--- src/design/tct_pkg.sv ---
// Shared types, codes and constants of the terminal cursor tracker.
`timescale 1ns / 1ps

package tct_pkg;

    // Tab stop spacing and the largest step count that relative motion may use
    localparam int TAB_WIDTH      = 8;
    localparam int RELATIVE_LIMIT = 5;
    localparam int STEP_BUDGET    = 7;
    localparam int MOVE_LIMIT     = (RELATIVE_LIMIT < STEP_BUDGET) ? RELATIVE_LIMIT
                                                                   : STEP_BUDGET;
    // Most spaces that tab padding may send
    localparam int PAD_MAX        = 8;

    // Command codes
    localparam logic [1:0] CMD_WRITE      = 2'd0;
    localparam logic [1:0] CMD_MOVE       = 2'd1;
    localparam logic [1:0] CMD_CLEAR      = 2'd2;
    localparam logic [1:0] CMD_INVALIDATE = 2'd3;

    // Token kinds
    localparam logic [2:0] TK_BYTE  = 3'd0;
    localparam logic [2:0] TK_LEFT  = 3'd1;
    localparam logic [2:0] TK_RIGHT = 3'd2;
    localparam logic [2:0] TK_UP    = 3'd3;
    localparam logic [2:0] TK_DOWN  = 3'd4;
    localparam logic [2:0] TK_GOTO  = 3'd5;
    localparam logic [2:0] TK_CLEAR = 3'd6;

    // Configuration register indexes
    localparam logic [2:0] REG_MAX_LINE       = 3'd0;
    localparam logic [2:0] REG_NUM_COLS       = 3'd1;
    localparam logic [2:0] REG_AUTO_MARGIN    = 3'd2;
    localparam logic [2:0] REG_NEWLINE_GLITCH = 3'd3;
    localparam logic [2:0] REG_HARDWARE_TABS  = 3'd4;
    localparam logic [2:0] REG_VERTICAL_MOVES = 3'd5;

    // Configuration reset values
    localparam logic [7:0] RST_MAX_LINE = 8'd23;
    localparam logic [7:0] RST_NUM_COLS = 8'd80;

    // Character codes
    localparam logic [7:0] CH_BEL   = 8'h07;
    localparam logic [7:0] CH_BS    = 8'h08;
    localparam logic [7:0] CH_TAB   = 8'h09;
    localparam logic [7:0] CH_LF    = 8'h0A;
    localparam logic [7:0] CH_CR    = 8'h0D;
    localparam logic [7:0] CH_SPACE = 8'h20;
    localparam logic [7:0] CH_QUERY = 8'h3F;
    localparam logic [7:0] CH_DEL   = 8'h7F;
    localparam logic [7:0] CH_0226  = 8'o226;

    // One command beat
    typedef struct packed {
        logic [1:0] command;
        logic [7:0] byte_value;
        logic [7:0] target_line;
        logic [7:0] target_col;
    } cmd_t;

    // One token beat
    typedef struct packed {
        logic [2:0] token_kind;
        logic [7:0] token_byte;
        logic [7:0] goto_line;
        logic [7:0] goto_col;
        logic       last_token;
    } tok_t;

endpackage

--- src/design/terminal_cursor_tracker.sv ---
// Top level of the terminal cursor tracker: sequencer, shared subtractor and token queue.
`timescale 1ns / 1ps

// Usage
//   cmd channel (cmd_valid, cmd_stall, cmd): one command per beat, taken at a
//   rising edge with cmd_valid high and cmd_stall low. tok channel (tok_valid,
//   tok_stall, tok): tokens of the command in order, last_token marking the
//   final one; a command may send no token.
//   cfg port (cfg_we, cfg_index, cfg_data): write a register while idle.
// Timing
//   A write, clear or invalidate goes from idle straight to planning; a move
//   first passes through SATL, SATC, DCOL and DLINE, since the one shared
//   subtractor saturates line and column and then forms the column and line
//   distances in turn. Tokens then leave one per cycle while tok_stall allows,
//   and the sequencer steps over empty queue segments on the way. cmd_stall
//   stays high until the last token of a command sits in the output register.
// Reset
//   rst_n clears the cursor to line 0, column 0, unknown, and loads the
//   register defaults. No clearing pass is needed.
// Back-pressure
//   While tok_stall is high the output register holds its token and the
//   sequencer waits; the next command may still be taken once the last
//   token is waiting there.
module terminal_cursor_tracker (
    input  logic              clk,
    input  logic              rst_n,
    input  logic              cmd_valid,
    output logic              cmd_stall,
    input  tct_pkg::cmd_t     cmd,
    output logic              tok_valid,
    input  logic              tok_stall,
    output tct_pkg::tok_t     tok,
    input  logic              cfg_we,
    input  logic [2:0]        cfg_index,
    input  logic [7:0]        cfg_data
);

    // Sequencer states
    localparam logic [2:0] ST_IDLE  = 3'd0;
    localparam logic [2:0] ST_SATL  = 3'd1;
    localparam logic [2:0] ST_SATC  = 3'd2;
    localparam logic [2:0] ST_DCOL  = 3'd3;
    localparam logic [2:0] ST_DLINE = 3'd4;
    localparam logic [2:0] ST_PLAN  = 3'd5;
    localparam logic [2:0] ST_EMIT  = 3'd6;

    localparam int NSEG = 4;

    // Configuration
    logic [7:0] max_line_reg;
    logic [7:0] num_cols_reg;
    logic       auto_margin_reg;
    logic       newline_glitch_reg;
    logic       hardware_tabs_reg;
    logic       vertical_moves_reg;

    // Cursor state
    logic [7:0] cur_line_reg, cur_line_next;
    logic [7:0] cur_col_reg, cur_col_next;
    logic       known_reg, known_next;
    logic       wrapped_reg, wrapped_next;

    // Sequencer and latched command
    logic [2:0] state_reg, state_next;
    logic [1:0] command_reg;
    logic [7:0] byte_reg;
    logic [7:0] tline_reg, tline_next;
    logic [7:0] tcol_reg, tcol_next;
    logic [8:0] dc_reg, dc_next;
    logic [8:0] dl_reg, dl_next;

    // Token queue: segments of repeated tokens
    logic [2:0] seg_kind_reg [NSEG];
    logic [2:0] seg_kind_next [NSEG];
    logic [7:0] seg_byte_reg [NSEG];
    logic [7:0] seg_byte_next [NSEG];
    logic [3:0] seg_cnt_reg [NSEG];
    logic [3:0] seg_cnt_next [NSEG];
    logic [1:0] seg_idx_reg, seg_idx_next;
    logic [3:0] remain_reg, remain_next;
    logic [7:0] goto_line_reg, goto_line_next;
    logic [7:0] goto_col_reg, goto_col_next;

    // Output register
    logic          tok_valid_reg, tok_valid_next;
    tct_pkg::tok_t tok_reg, tok_next;

    // Shared subtractor
    logic [7:0] alu_a, alu_b;
    logic [8:0] alu_diff;

    // Planning helpers
    logic [7:0] last_col;
    logic [7:0] line_inc;
    logic [7:0] mapped_ch;
    logic [8:0] next_tab;
    logic [8:0] pad_raw;
    logic [3:0] pad_cnt;
    logic [8:0] dc_eff;
    logic [7:0] abs_dc, abs_dl;
    logic [8:0] step_dist;
    logic       cr_needed;
    logic [3:0] plan_total;
    logic       slot_free;
    logic       fire;
    logic       cmd_accept;

    assign cmd_stall  = (state_reg != ST_IDLE);
    assign cmd_accept = cmd_valid && !cmd_stall;
    assign tok_valid  = tok_valid_reg;
    assign tok        = tok_reg;

    assign slot_free = !tok_valid_reg || !tok_stall;
    assign fire      = (state_reg == ST_EMIT) && (seg_cnt_reg[seg_idx_reg] != 4'd0)
                       && slot_free;

    // Derive margin and line helpers
    assign last_col = (num_cols_reg == 8'd0) ? 8'd0 : num_cols_reg - 8'd1;
    assign line_inc = (cur_line_reg < max_line_reg) ? cur_line_reg + 8'd1 : cur_line_reg;
    assign mapped_ch = ((byte_reg < tct_pkg::CH_SPACE) || (byte_reg == tct_pkg::CH_DEL)
                        || (byte_reg == tct_pkg::CH_0226)) ? tct_pkg::CH_QUERY : byte_reg;

    // Next tab stop and padding length
    assign next_tab = 9'(({1'b0, cur_col_reg} / tct_pkg::TAB_WIDTH + 9'd1)
                         * tct_pkg::TAB_WIDTH);
    assign pad_raw  = next_tab - {1'b0, cur_col_reg};
    assign pad_cnt  = (pad_raw > 9'(tct_pkg::PAD_MAX)) ? 4'(tct_pkg::PAD_MAX) : pad_raw[3:0];

    // Distances for relative motion
    assign cr_needed = (tcol_reg == 8'd0) && (cur_col_reg != 8'd0);
    assign dc_eff    = (tcol_reg == 8'd0) ? 9'd0 : dc_reg;
    assign abs_dc    = dc_eff[8] ? 8'(-dc_eff) : dc_eff[7:0];
    assign abs_dl    = dl_reg[8] ? 8'(-dl_reg) : dl_reg[7:0];
    assign step_dist = {1'b0, abs_dc} + {1'b0, abs_dl};

    // Select operands of the shared subtractor
    always_comb
    begin
        alu_a = 8'd0;
        alu_b = 8'd0;
        unique case (state_reg)
            ST_SATL:
            begin
                alu_a = max_line_reg;
                alu_b = tline_reg;
            end
            ST_SATC:
            begin
                alu_a = last_col;
                alu_b = tcol_reg;
            end
            ST_DCOL:
            begin
                alu_a = tcol_reg;
                alu_b = cur_col_reg;
            end
            ST_DLINE:
            begin
                alu_a = tline_reg;
                alu_b = cur_line_reg;
            end
            default:
            begin
                alu_a = 8'd0;
                alu_b = 8'd0;
            end
        endcase
    end

    assign alu_diff = {1'b0, alu_a} - {1'b0, alu_b};

    // Sequencer, planner and token issue
    always_comb
    begin
        state_next     = state_reg;
        cur_line_next  = cur_line_reg;
        cur_col_next   = cur_col_reg;
        known_next     = known_reg;
        wrapped_next   = wrapped_reg;
        tline_next     = tline_reg;
        tcol_next      = tcol_reg;
        dc_next        = dc_reg;
        dl_next        = dl_reg;
        seg_idx_next   = seg_idx_reg;
        remain_next    = remain_reg;
        goto_line_next = goto_line_reg;
        goto_col_next  = goto_col_reg;
        tok_next       = tok_reg;
        plan_total     = 4'd0;
        for (int i = 0; i < NSEG; i++)
        begin
            seg_kind_next[i] = seg_kind_reg[i];
            seg_byte_next[i] = seg_byte_reg[i];
            seg_cnt_next[i]  = seg_cnt_reg[i];
        end

        // Drop a taken token, load a new one when issued
        tok_valid_next = tok_valid_reg && tok_stall;

        unique case (state_reg)
            ST_IDLE:
            begin
                if (cmd_accept)
                begin
                    tline_next = cmd.target_line;
                    tcol_next  = cmd.target_col;
                    state_next = (cmd.command == tct_pkg::CMD_MOVE) ? ST_SATL : ST_PLAN;
                end
            end
            ST_SATL:
            begin
                if (alu_diff[8])
                begin
                    tline_next = max_line_reg;
                end
                state_next = ST_SATC;
            end
            ST_SATC:
            begin
                if (alu_diff[8])
                begin
                    tcol_next = last_col;
                end
                state_next = ST_DCOL;
            end
            ST_DCOL:
            begin
                dc_next    = alu_diff;
                state_next = ST_DLINE;
            end
            ST_DLINE:
            begin
                dl_next    = alu_diff;
                state_next = ST_PLAN;
            end
            ST_PLAN:
            begin
                for (int i = 0; i < NSEG; i++)
                begin
                    seg_kind_next[i] = tct_pkg::TK_BYTE;
                    seg_byte_next[i] = 8'd0;
                    seg_cnt_next[i]  = 4'd0;
                end
                goto_line_next = 8'd0;
                goto_col_next  = 8'd0;

                unique case (command_reg)
                    tct_pkg::CMD_WRITE:
                    begin
                        wrapped_next = 1'b0;
                        unique case (byte_reg)
                            tct_pkg::CH_CR:
                            begin
                                if (wrapped_reg)
                                begin
                                    wrapped_next = 1'b1;
                                end
                                else
                                begin
                                    seg_byte_next[0] = tct_pkg::CH_CR;
                                    seg_cnt_next[0]  = 4'd1;
                                    cur_col_next     = 8'd0;
                                end
                            end
                            tct_pkg::CH_LF:
                            begin
                                if (!wrapped_reg)
                                begin
                                    seg_byte_next[0] = tct_pkg::CH_LF;
                                    seg_cnt_next[0]  = 4'd1;
                                    cur_line_next    = line_inc;
                                end
                            end
                            tct_pkg::CH_BS:
                            begin
                                if (!known_reg)
                                begin
                                    seg_kind_next[0] = tct_pkg::TK_LEFT;
                                    seg_cnt_next[0]  = 4'd1;
                                end
                                else if (cur_col_reg != 8'd0)
                                begin
                                    seg_kind_next[0] = tct_pkg::TK_LEFT;
                                    seg_cnt_next[0]  = 4'd1;
                                    cur_col_next     = cur_col_reg - 8'd1;
                                end
                                else if (cur_line_reg != 8'd0)
                                begin
                                    seg_kind_next[3] = tct_pkg::TK_GOTO;
                                    seg_cnt_next[3]  = 4'd1;
                                    goto_line_next   = cur_line_reg - 8'd1;
                                    goto_col_next    = last_col;
                                    cur_line_next    = cur_line_reg - 8'd1;
                                    cur_col_next     = last_col;
                                end
                            end
                            tct_pkg::CH_BEL:
                            begin
                                seg_byte_next[0] = tct_pkg::CH_BEL;
                                seg_cnt_next[0]  = 4'd1;
                            end
                            tct_pkg::CH_TAB:
                            begin
                                if (!known_reg)
                                begin
                                    seg_byte_next[0] = hardware_tabs_reg ? tct_pkg::CH_TAB
                                                                         : tct_pkg::CH_SPACE;
                                    seg_cnt_next[0]  = 4'd1;
                                end
                                else if (next_tab >= {1'b0, num_cols_reg})
                                begin
                                    seg_byte_next[0] = tct_pkg::CH_CR;
                                    seg_cnt_next[0]  = 4'd1;
                                    seg_byte_next[1] = tct_pkg::CH_LF;
                                    seg_cnt_next[1]  = 4'd1;
                                    cur_col_next     = 8'd0;
                                    cur_line_next    = line_inc;
                                end
                                else if (hardware_tabs_reg)
                                begin
                                    seg_byte_next[0] = tct_pkg::CH_TAB;
                                    seg_cnt_next[0]  = 4'd1;
                                    cur_col_next     = next_tab[7:0];
                                end
                                else
                                begin
                                    seg_byte_next[0] = tct_pkg::CH_SPACE;
                                    seg_cnt_next[0]  = pad_cnt;
                                    cur_col_next     = cur_col_reg + 8'(pad_cnt);
                                end
                            end
                            default:
                            begin
                                seg_byte_next[0] = mapped_ch;
                                seg_cnt_next[0]  = 4'd1;
                                if (known_reg && (cur_col_reg >= last_col))
                                begin
                                    // Wrap at the right margin
                                    if (!auto_margin_reg || newline_glitch_reg)
                                    begin
                                        seg_byte_next[1] = tct_pkg::CH_CR;
                                        seg_cnt_next[1]  = 4'd1;
                                        seg_byte_next[2] = tct_pkg::CH_LF;
                                        seg_cnt_next[2]  = 4'd1;
                                    end
                                    cur_line_next = line_inc;
                                    cur_col_next  = 8'd0;
                                    wrapped_next  = 1'b1;
                                end
                                else
                                begin
                                    cur_col_next = cur_col_reg + 8'd1;
                                end
                            end
                        endcase
                    end
                    tct_pkg::CMD_MOVE:
                    begin
                        if (!known_reg)
                        begin
                            seg_kind_next[3] = tct_pkg::TK_GOTO;
                            seg_cnt_next[3]  = 4'd1;
                            goto_line_next   = tline_reg;
                            goto_col_next    = tcol_reg;
                            cur_line_next    = tline_reg;
                            cur_col_next     = tcol_reg;
                            known_next       = 1'b1;
                        end
                        else if ((tcol_reg != cur_col_reg) || (tline_reg != cur_line_reg))
                        begin
                            // Carriage return shortcut to column zero
                            if (cr_needed)
                            begin
                                seg_byte_next[0] = tct_pkg::CH_CR;
                                seg_cnt_next[0]  = 4'd1;
                                cur_col_next     = 8'd0;
                            end
                            if ((tcol_reg == 8'd0) && (dl_reg == 9'd0))
                            begin
                                cur_col_next = 8'd0;
                            end
                            else if ((tcol_reg == 8'd0) && (dl_reg == 9'd1))
                            begin
                                seg_byte_next[2] = tct_pkg::CH_LF;
                                seg_cnt_next[2]  = 4'd1;
                                cur_line_next    = tline_reg;
                            end
                            else if (step_dist > 9'(tct_pkg::MOVE_LIMIT))
                            begin
                                seg_kind_next[3] = tct_pkg::TK_GOTO;
                                seg_cnt_next[3]  = 4'd1;
                                goto_line_next   = tline_reg;
                                goto_col_next    = tcol_reg;
                                cur_line_next    = tline_reg;
                                cur_col_next     = tcol_reg;
                            end
                            else
                            begin
                                // Relative steps, horizontal then vertical
                                seg_kind_next[1] = dc_eff[8] ? tct_pkg::TK_LEFT
                                                             : tct_pkg::TK_RIGHT;
                                seg_cnt_next[1]  = abs_dc[3:0];
                                cur_col_next     = tcol_reg;
                                if (dl_reg != 9'd0)
                                begin
                                    cur_line_next = tline_reg;
                                    if (!vertical_moves_reg)
                                    begin
                                        seg_kind_next[3] = tct_pkg::TK_GOTO;
                                        seg_cnt_next[3]  = 4'd1;
                                        goto_line_next   = tline_reg;
                                        goto_col_next    = tcol_reg;
                                    end
                                    else
                                    begin
                                        seg_kind_next[2] = dl_reg[8] ? tct_pkg::TK_UP
                                                                     : tct_pkg::TK_DOWN;
                                        seg_cnt_next[2]  = abs_dl[3:0];
                                    end
                                end
                            end
                        end
                    end
                    tct_pkg::CMD_CLEAR:
                    begin
                        seg_kind_next[0] = tct_pkg::TK_CLEAR;
                        seg_cnt_next[0]  = 4'd1;
                        cur_line_next    = 8'd0;
                        cur_col_next     = 8'd0;
                        known_next       = 1'b1;
                    end
                    tct_pkg::CMD_INVALIDATE:
                    begin
                        cur_line_next = 8'd0;
                        cur_col_next  = 8'd0;
                        known_next    = 1'b0;
                    end
                    default:
                    begin
                        known_next = known_reg;
                    end
                endcase

                plan_total   = seg_cnt_next[0] + seg_cnt_next[1] + seg_cnt_next[2]
                               + seg_cnt_next[3];
                seg_idx_next = 2'd0;
                remain_next  = plan_total;
                state_next   = (plan_total == 4'd0) ? ST_IDLE : ST_EMIT;
            end
            ST_EMIT:
            begin
                if (seg_cnt_reg[seg_idx_reg] == 4'd0)
                begin
                    // Step over an empty segment
                    seg_idx_next = seg_idx_reg + 2'd1;
                end
                else if (slot_free)
                begin
                    tok_valid_next      = 1'b1;
                    tok_next.token_kind = seg_kind_reg[seg_idx_reg];
                    tok_next.token_byte = (seg_kind_reg[seg_idx_reg] == tct_pkg::TK_BYTE)
                                          ? seg_byte_reg[seg_idx_reg] : 8'd0;
                    tok_next.goto_line  = (seg_kind_reg[seg_idx_reg] == tct_pkg::TK_GOTO)
                                          ? goto_line_reg : 8'd0;
                    tok_next.goto_col   = (seg_kind_reg[seg_idx_reg] == tct_pkg::TK_GOTO)
                                          ? goto_col_reg : 8'd0;
                    tok_next.last_token = (remain_reg == 4'd1);
                    seg_cnt_next[seg_idx_reg] = seg_cnt_reg[seg_idx_reg] - 4'd1;
                    remain_next = remain_reg - 4'd1;
                    if (remain_reg == 4'd1)
                    begin
                        state_next = ST_IDLE;
                    end
                end
            end
            default:
            begin
                state_next = ST_IDLE;
            end
        endcase
    end

    // Control state and configuration
    always_ff @(posedge clk or negedge rst_n)
    begin
        if (!rst_n)
        begin
            state_reg          <= ST_IDLE;
            cur_line_reg       <= 8'd0;
            cur_col_reg        <= 8'd0;
            known_reg          <= 1'b0;
            wrapped_reg        <= 1'b0;
            seg_idx_reg        <= 2'd0;
            remain_reg         <= 4'd0;
            tok_valid_reg      <= 1'b0;
            max_line_reg       <= tct_pkg::RST_MAX_LINE;
            num_cols_reg       <= tct_pkg::RST_NUM_COLS;
            auto_margin_reg    <= 1'b1;
            newline_glitch_reg <= 1'b0;
            hardware_tabs_reg  <= 1'b1;
            vertical_moves_reg <= 1'b1;
            for (int i = 0; i < NSEG; i++)
            begin
                seg_cnt_reg[i] <= 4'd0;
            end
        end
        else
        begin
            state_reg     <= state_next;
            cur_line_reg  <= cur_line_next;
            cur_col_reg   <= cur_col_next;
            known_reg     <= known_next;
            wrapped_reg   <= wrapped_next;
            seg_idx_reg   <= seg_idx_next;
            remain_reg    <= remain_next;
            tok_valid_reg <= tok_valid_next;
            for (int i = 0; i < NSEG; i++)
            begin
                seg_cnt_reg[i] <= seg_cnt_next[i];
            end
            if (cfg_we)
            begin
                unique case (cfg_index)
                    tct_pkg::REG_MAX_LINE:       max_line_reg       <= cfg_data;
                    tct_pkg::REG_NUM_COLS:       num_cols_reg       <= cfg_data;
                    tct_pkg::REG_AUTO_MARGIN:    auto_margin_reg    <= cfg_data[0];
                    tct_pkg::REG_NEWLINE_GLITCH: newline_glitch_reg <= cfg_data[0];
                    tct_pkg::REG_HARDWARE_TABS:  hardware_tabs_reg  <= cfg_data[0];
                    tct_pkg::REG_VERTICAL_MOVES: vertical_moves_reg <= cfg_data[0];
                    default:
                    begin
                        max_line_reg <= max_line_reg;
                    end
                endcase
            end
        end
    end

    // Payload registers
    always_ff @(posedge clk)
    begin
        if (cmd_accept)
        begin
            command_reg <= cmd.command;
            byte_reg    <= cmd.byte_value;
        end
        tline_reg     <= tline_next;
        tcol_reg      <= tcol_next;
        dc_reg        <= dc_next;
        dl_reg        <= dl_next;
        goto_line_reg <= goto_line_next;
        goto_col_reg  <= goto_col_next;
        tok_reg       <= tok_next;
        for (int i = 0; i < NSEG; i++)
        begin
            seg_kind_reg[i] <= seg_kind_next[i];
            seg_byte_reg[i] <= seg_byte_next[i];
        end
    end

    // The remaining count always matches what the queue still holds
    a_remain_matches: assert property (@(posedge clk) disable iff (!rst_n)
        (state_reg == ST_EMIT) |-> (remain_reg == 4'(seg_cnt_reg[0] + seg_cnt_reg[1]
                                                     + seg_cnt_reg[2] + seg_cnt_reg[3])))
        else $error("token count out of step with queue");

    // An accepted command always leaves idle
    a_accept_busy: assert property (@(posedge clk) disable iff (!rst_n)
        cmd_accept |=> (state_reg != ST_IDLE))
        else $error("command accepted without starting work");

    // The beat marked last ends the command
    a_last_ends: assert property (@(posedge clk) disable iff (!rst_n)
        (fire && (remain_reg == 4'd1)) |=> ((state_reg == ST_IDLE) && tok_valid_reg
                                            && tok_reg.last_token))
        else $error("last token did not close the command");

    // Tokens are only issued while emitting
    a_issue_state: assert property (@(posedge clk) disable iff (!rst_n)
        ($rose(tok_valid_reg)) |-> ($past(state_reg) == ST_EMIT))
        else $error("token issued outside the emit phase");

endmodule
--- config.mk ---
export PLATFORM = sky130hd
export DESIGN_NAME = terminal_cursor_tracker
export DESIGN_NICKNAME = d
export VERILOG_FILES = /design/src/design/tct_pkg.sv /design/src/design/terminal_cursor_tracker.sv
export SDC_FILE = /design/constraint.sdc
export NUM_CORES = 1
export LEC_CHECK = 0
export BUFFER_PORTS_ARGS = -buffer_cell sky130_fd_sc_hd__buf_2
export CORE_MARGIN = 4
export CORE_UTILIZATION = 55
export DETAILED_ROUTE_END_ITERATION = 12
export GPL_ROUTABILITY_DRIVEN = 0
export HOLD_SLACK_MARGIN = 0.02
export PLACE_DENSITY = 0.73
export SYNTH_ARGS = -nofsm -noshare
export SYNTH_HDL_FRONTEND = slang
export SYNTH_SLANG_ARGS = --single-unit
--- constraint.sdc ---
create_clock -name clk -period 15.7 [get_ports clk]
set_input_delay 1.57 -clock clk [delete_from_list [all_inputs] [get_ports clk]]
set_output_delay 1.57 -clock clk [all_outputs]
set_load 0.005 [all_outputs]
==> results_dict.tcl <==
set metrics [dict create \
    tns_ns 0 \
    ys_types 85 \
    slew_headroom_pct 21.1 \
    crit_top_cell "a21oi_1" \
    period_share_pct 42.5 \
    largest_reg_flops 28 \
    crit_type "reg2reg" \
    yosys-top-cells-area "edfxtp_1 27%, dfrtp_1 12%, ha_1 6.8%" \
    grt_usage_pct 28.0 \
    power_mw 2.75 \
    drt_iter0_drc 1125 \
    synth_compound_area_share_pct 17.9 \
    crit_arrival_ns 7.00 \
    ios 72 \
    synthFlopType "edfxtp_1" \
    drt_wl_total_mm 33.2 \
    core_area_um2 21000 \
    fillers 1778 \
    hold_path_class "reg2reg" \
    slew_viol_final 0 \
    drive_above_1_share_pct 13.7 \
    yosys.area.top_type "edfxtp_1" \
    synth_top_family_by_area "simple AND/OR/NAND/NOR gates" \
    r2r-start "tcol_reg[7]" \
    post_cts_buffers 0 \
    p_per_area_nw_per_um2 214 \
    async_flop_share_pct 37.4 \
    clock_sinks 171 \
    drc 0 \
    antenna_found_initial 0 \
    clkLatencyLatePin_ns 0.45 \
    fin_nets 1402 \
    postLayoutSetupSlackWorst_ns 9.03 \
    grt_pass1_wl_mm 52.1 \
    rsz0062_at_grt "no" \
    numPortBuffers 71 \
    tightest_slew_ns 1.17 \
    hold_start "seg_cnt_reg[14]" \
    hpwlAfterDp_mm 24.8 \
    finalClockSkew_ns 0.0181 \
    grt.overflow.total 0 \
    vias 10119 \
    syn_to_final_growth_pct 9.74 \
    cp_cell_sequence "nor4_1 -> and2_1 -> a21oi_1 -> o31ai_1 -> xor2_1 -> nor2_1 -> ha_1 -> or4_1 -> a21oi_1 -> o311ai_1 -> a211oi_2 -> a21boi_0 -> o21ai_1 -> a21boi_1 -> buf_4 -> nand2b_1 -> fa_1 -> ha_1 -> a21o_1 -> a21oi_1 -> xnor2_1 -> xor3_2 -> a21oi_1 -> or3b_1" \
    place_ws_ns 9.22 \
    hold_viol 0 \
    synth_fa_ha_area_share_pct 7.87 \
    antenna-diode-count 0 \
    maxCapViolCount 0 \
    synth_edf_count 107 \
    p_leak_nw 5.17 \
    grt_pass1_vias 9463 \
    critPathLaunchType "flop" \
    initial_core_util_pct 55.8 \
    synth_mux_area_share_pct 4.23 \
    drt_first_pass_iters 6 \
    synth_xor_area_share_pct 5.52 \
    crit_path_start "tcol_reg[7]" \
    ys_ff_latch 171 \
    cp_max_fo 17 \
    yosys_warnings 0 \
    cts.repair.resized 0 \
    endpoint_kind "flop" \
    die_w_um 154 \
    numCtsBuffers 17 \
    crit_required_ns 16.03 \
    ys_seq_area_share_pct 41.2 \
    avgSynthCellArea_um2 9.37 \
    syn_nets 1361 \
    drtAntennaViolNets 0 \
    grt_max_degree 65 \
    max-vdd-ir-drop_mv 0.102 \
    dieArea_um2 23700 \
    core.rowCount 53 \
    avgRoutedWirePerCell_um 21.1 \
    critical-path-slowest-cell "nor4_1" \
    viasPerCell 6.41 \
    synthCells 1249 \
    clkTransAtPathRegs_ns 0.07 \
    synth-simple-area-share_pct 18.5 \
    fmaxAchievable_mhz 150 \
    cts_hold_buf 0 \
    root_buffer "clkbuf_16" \
    finalSetupViolCount 0 \
    htree_levels 4 \
    die_y_um 154 \
    cts_tree "built" \
    slowest_delay_ns 0.64 \
    syn_area_um2 11700 \
    period_needed_ns 6.67 \
    clockBufferDepth 2 \
    status "complete, no violations" \
    synth_top_area_share_pct 27.5 \
]
-- placed cells by master, fill, tap and decap left out, drive strengths merged, types with 14 or more instances in the layout --
master / Yosys / final
a21o: 15 / 15
a21oi: 64 / 64
a22o: 15 / 15
a31oi: 14 / 14
and2: 23 / 23
and3: 17 / 17
buf: 17 / 90
clkbuf: 51 / 19
dfrtp: 55 / 55
edfxtp: 107 / 107
ha: 64 / 64
inv: 71 / 77
mux2: 18 / 18
mux2i: 18 / 18
nand2: 151 / 151
nand2b: 18 / 18
nand3: 31 / 31
nor2: 81 / 81
nor3: 37 / 37
nor4: 15 / 15
o21ai: 98 / 98
o22ai: 14 / 14
xnor2: 51 / 51
xor2: 19 / 19
-- cell usage after synthesis, types with 7 or more instances --
library cell and number:
a211oi_1 10, nor2_1 80, or3_1 7, buf_2 11, nand4_1 9, and2_1 23
nor3_1 35, a22o_1 15, a21o_1 15, nor2b_1 13, o31ai_1 13, mux2i_1 18
a21oi_1 64, xor2_1 19, ha_1 64, nand3_1 31, nor4_1 12, dfrtp_1 55
o21ai_0 93, o22ai_1 14, o211ai_1 8, and3_1 17, inv_1 70, xnor2_1 50
nand2b_1 18, mux2_2 18, dfstp_2 9, a22oi_1 13, clkbuf_1 51, nand2_1 149
a221oi_1 9, edfxtp_1 107, a31oi_1 14
-- critical path, delay by kind of cell (launching register included) --
kind            cells  cell delay (ns)
flops               1             0.49
xor+xnor            3             0.69
simple gates        6             2.23
compound gates     11             1.82
fa+ha+maj           3             1.08
buf+inv             1             0.23
-- metrics by stage --
step           util [%]  area (µm²)  cells  hold slack (ns)
2_1_floorplan         -       11700   1249            0.445
3_3_place_gp       58.6       12300   1546            0.473
3_5_place_dp       58.6       12300   1546            0.471
4_1_cts            61.3       12800   1578            0.486
5_1_grt            61.3       12800   1578            0.497
6_report           61.3       12800   1578            0.489
-- cell type report --
type                       count  area, µm²  share of cell area [%]
clock buffer                  19        433                    3.37
clock inverter                13        133                    1.03
multi-input combinational    938       6340                    49.4
inverter                      72        270                    2.10
tap                          275        344                    2.68
sequential                   171       4830                    37.6
timing repair buffer          90        498                    3.88
-- layer usage --
metal	share of wire, %	wire length (µm)	track usage, %
met4	4.4	1460	12.6
met1	40	13100	37.7
met3	10	3320	5.49
met2	46	15300	44.1
met5	0	0	0
-- worst paths after layout --
kind / end / slack, ns / cells after the start
max in group asynchronous: seg_idx_reg[0] / 13.80 / 2
setup / recovery: state_reg[1] / 9.03 / 24
min in group asynchronous: remain_reg[2] / 1.30 / 2
setup reg to reg: state_reg[1] / 9.03 / 24
hold / removal: seg_cnt_reg[14] / 0.49 / 2
hold reg to reg: seg_cnt_reg[14] / 0.49 / 2
-- report_power, final --
group	total, mW	switching (mW)	internal (mW)
clock network	0.416	0.193	0.223
logic	1.43	0.876	0.558
registers	0.903	0.212	0.691
total	2.75	1.28	1.47
-- cell families (layout without fill, tap and decap cells) --
family / Yosys count / count (layout)
compound gates: 323 / 323
xor+xnor: 71 / 71
simple gates: 433 / 433
flops: 171 / 171
buf+inv: 140 / 194
mux: 41 / 41
fa+ha+maj: 70 / 70
Power figures use the tool's default switching activity.
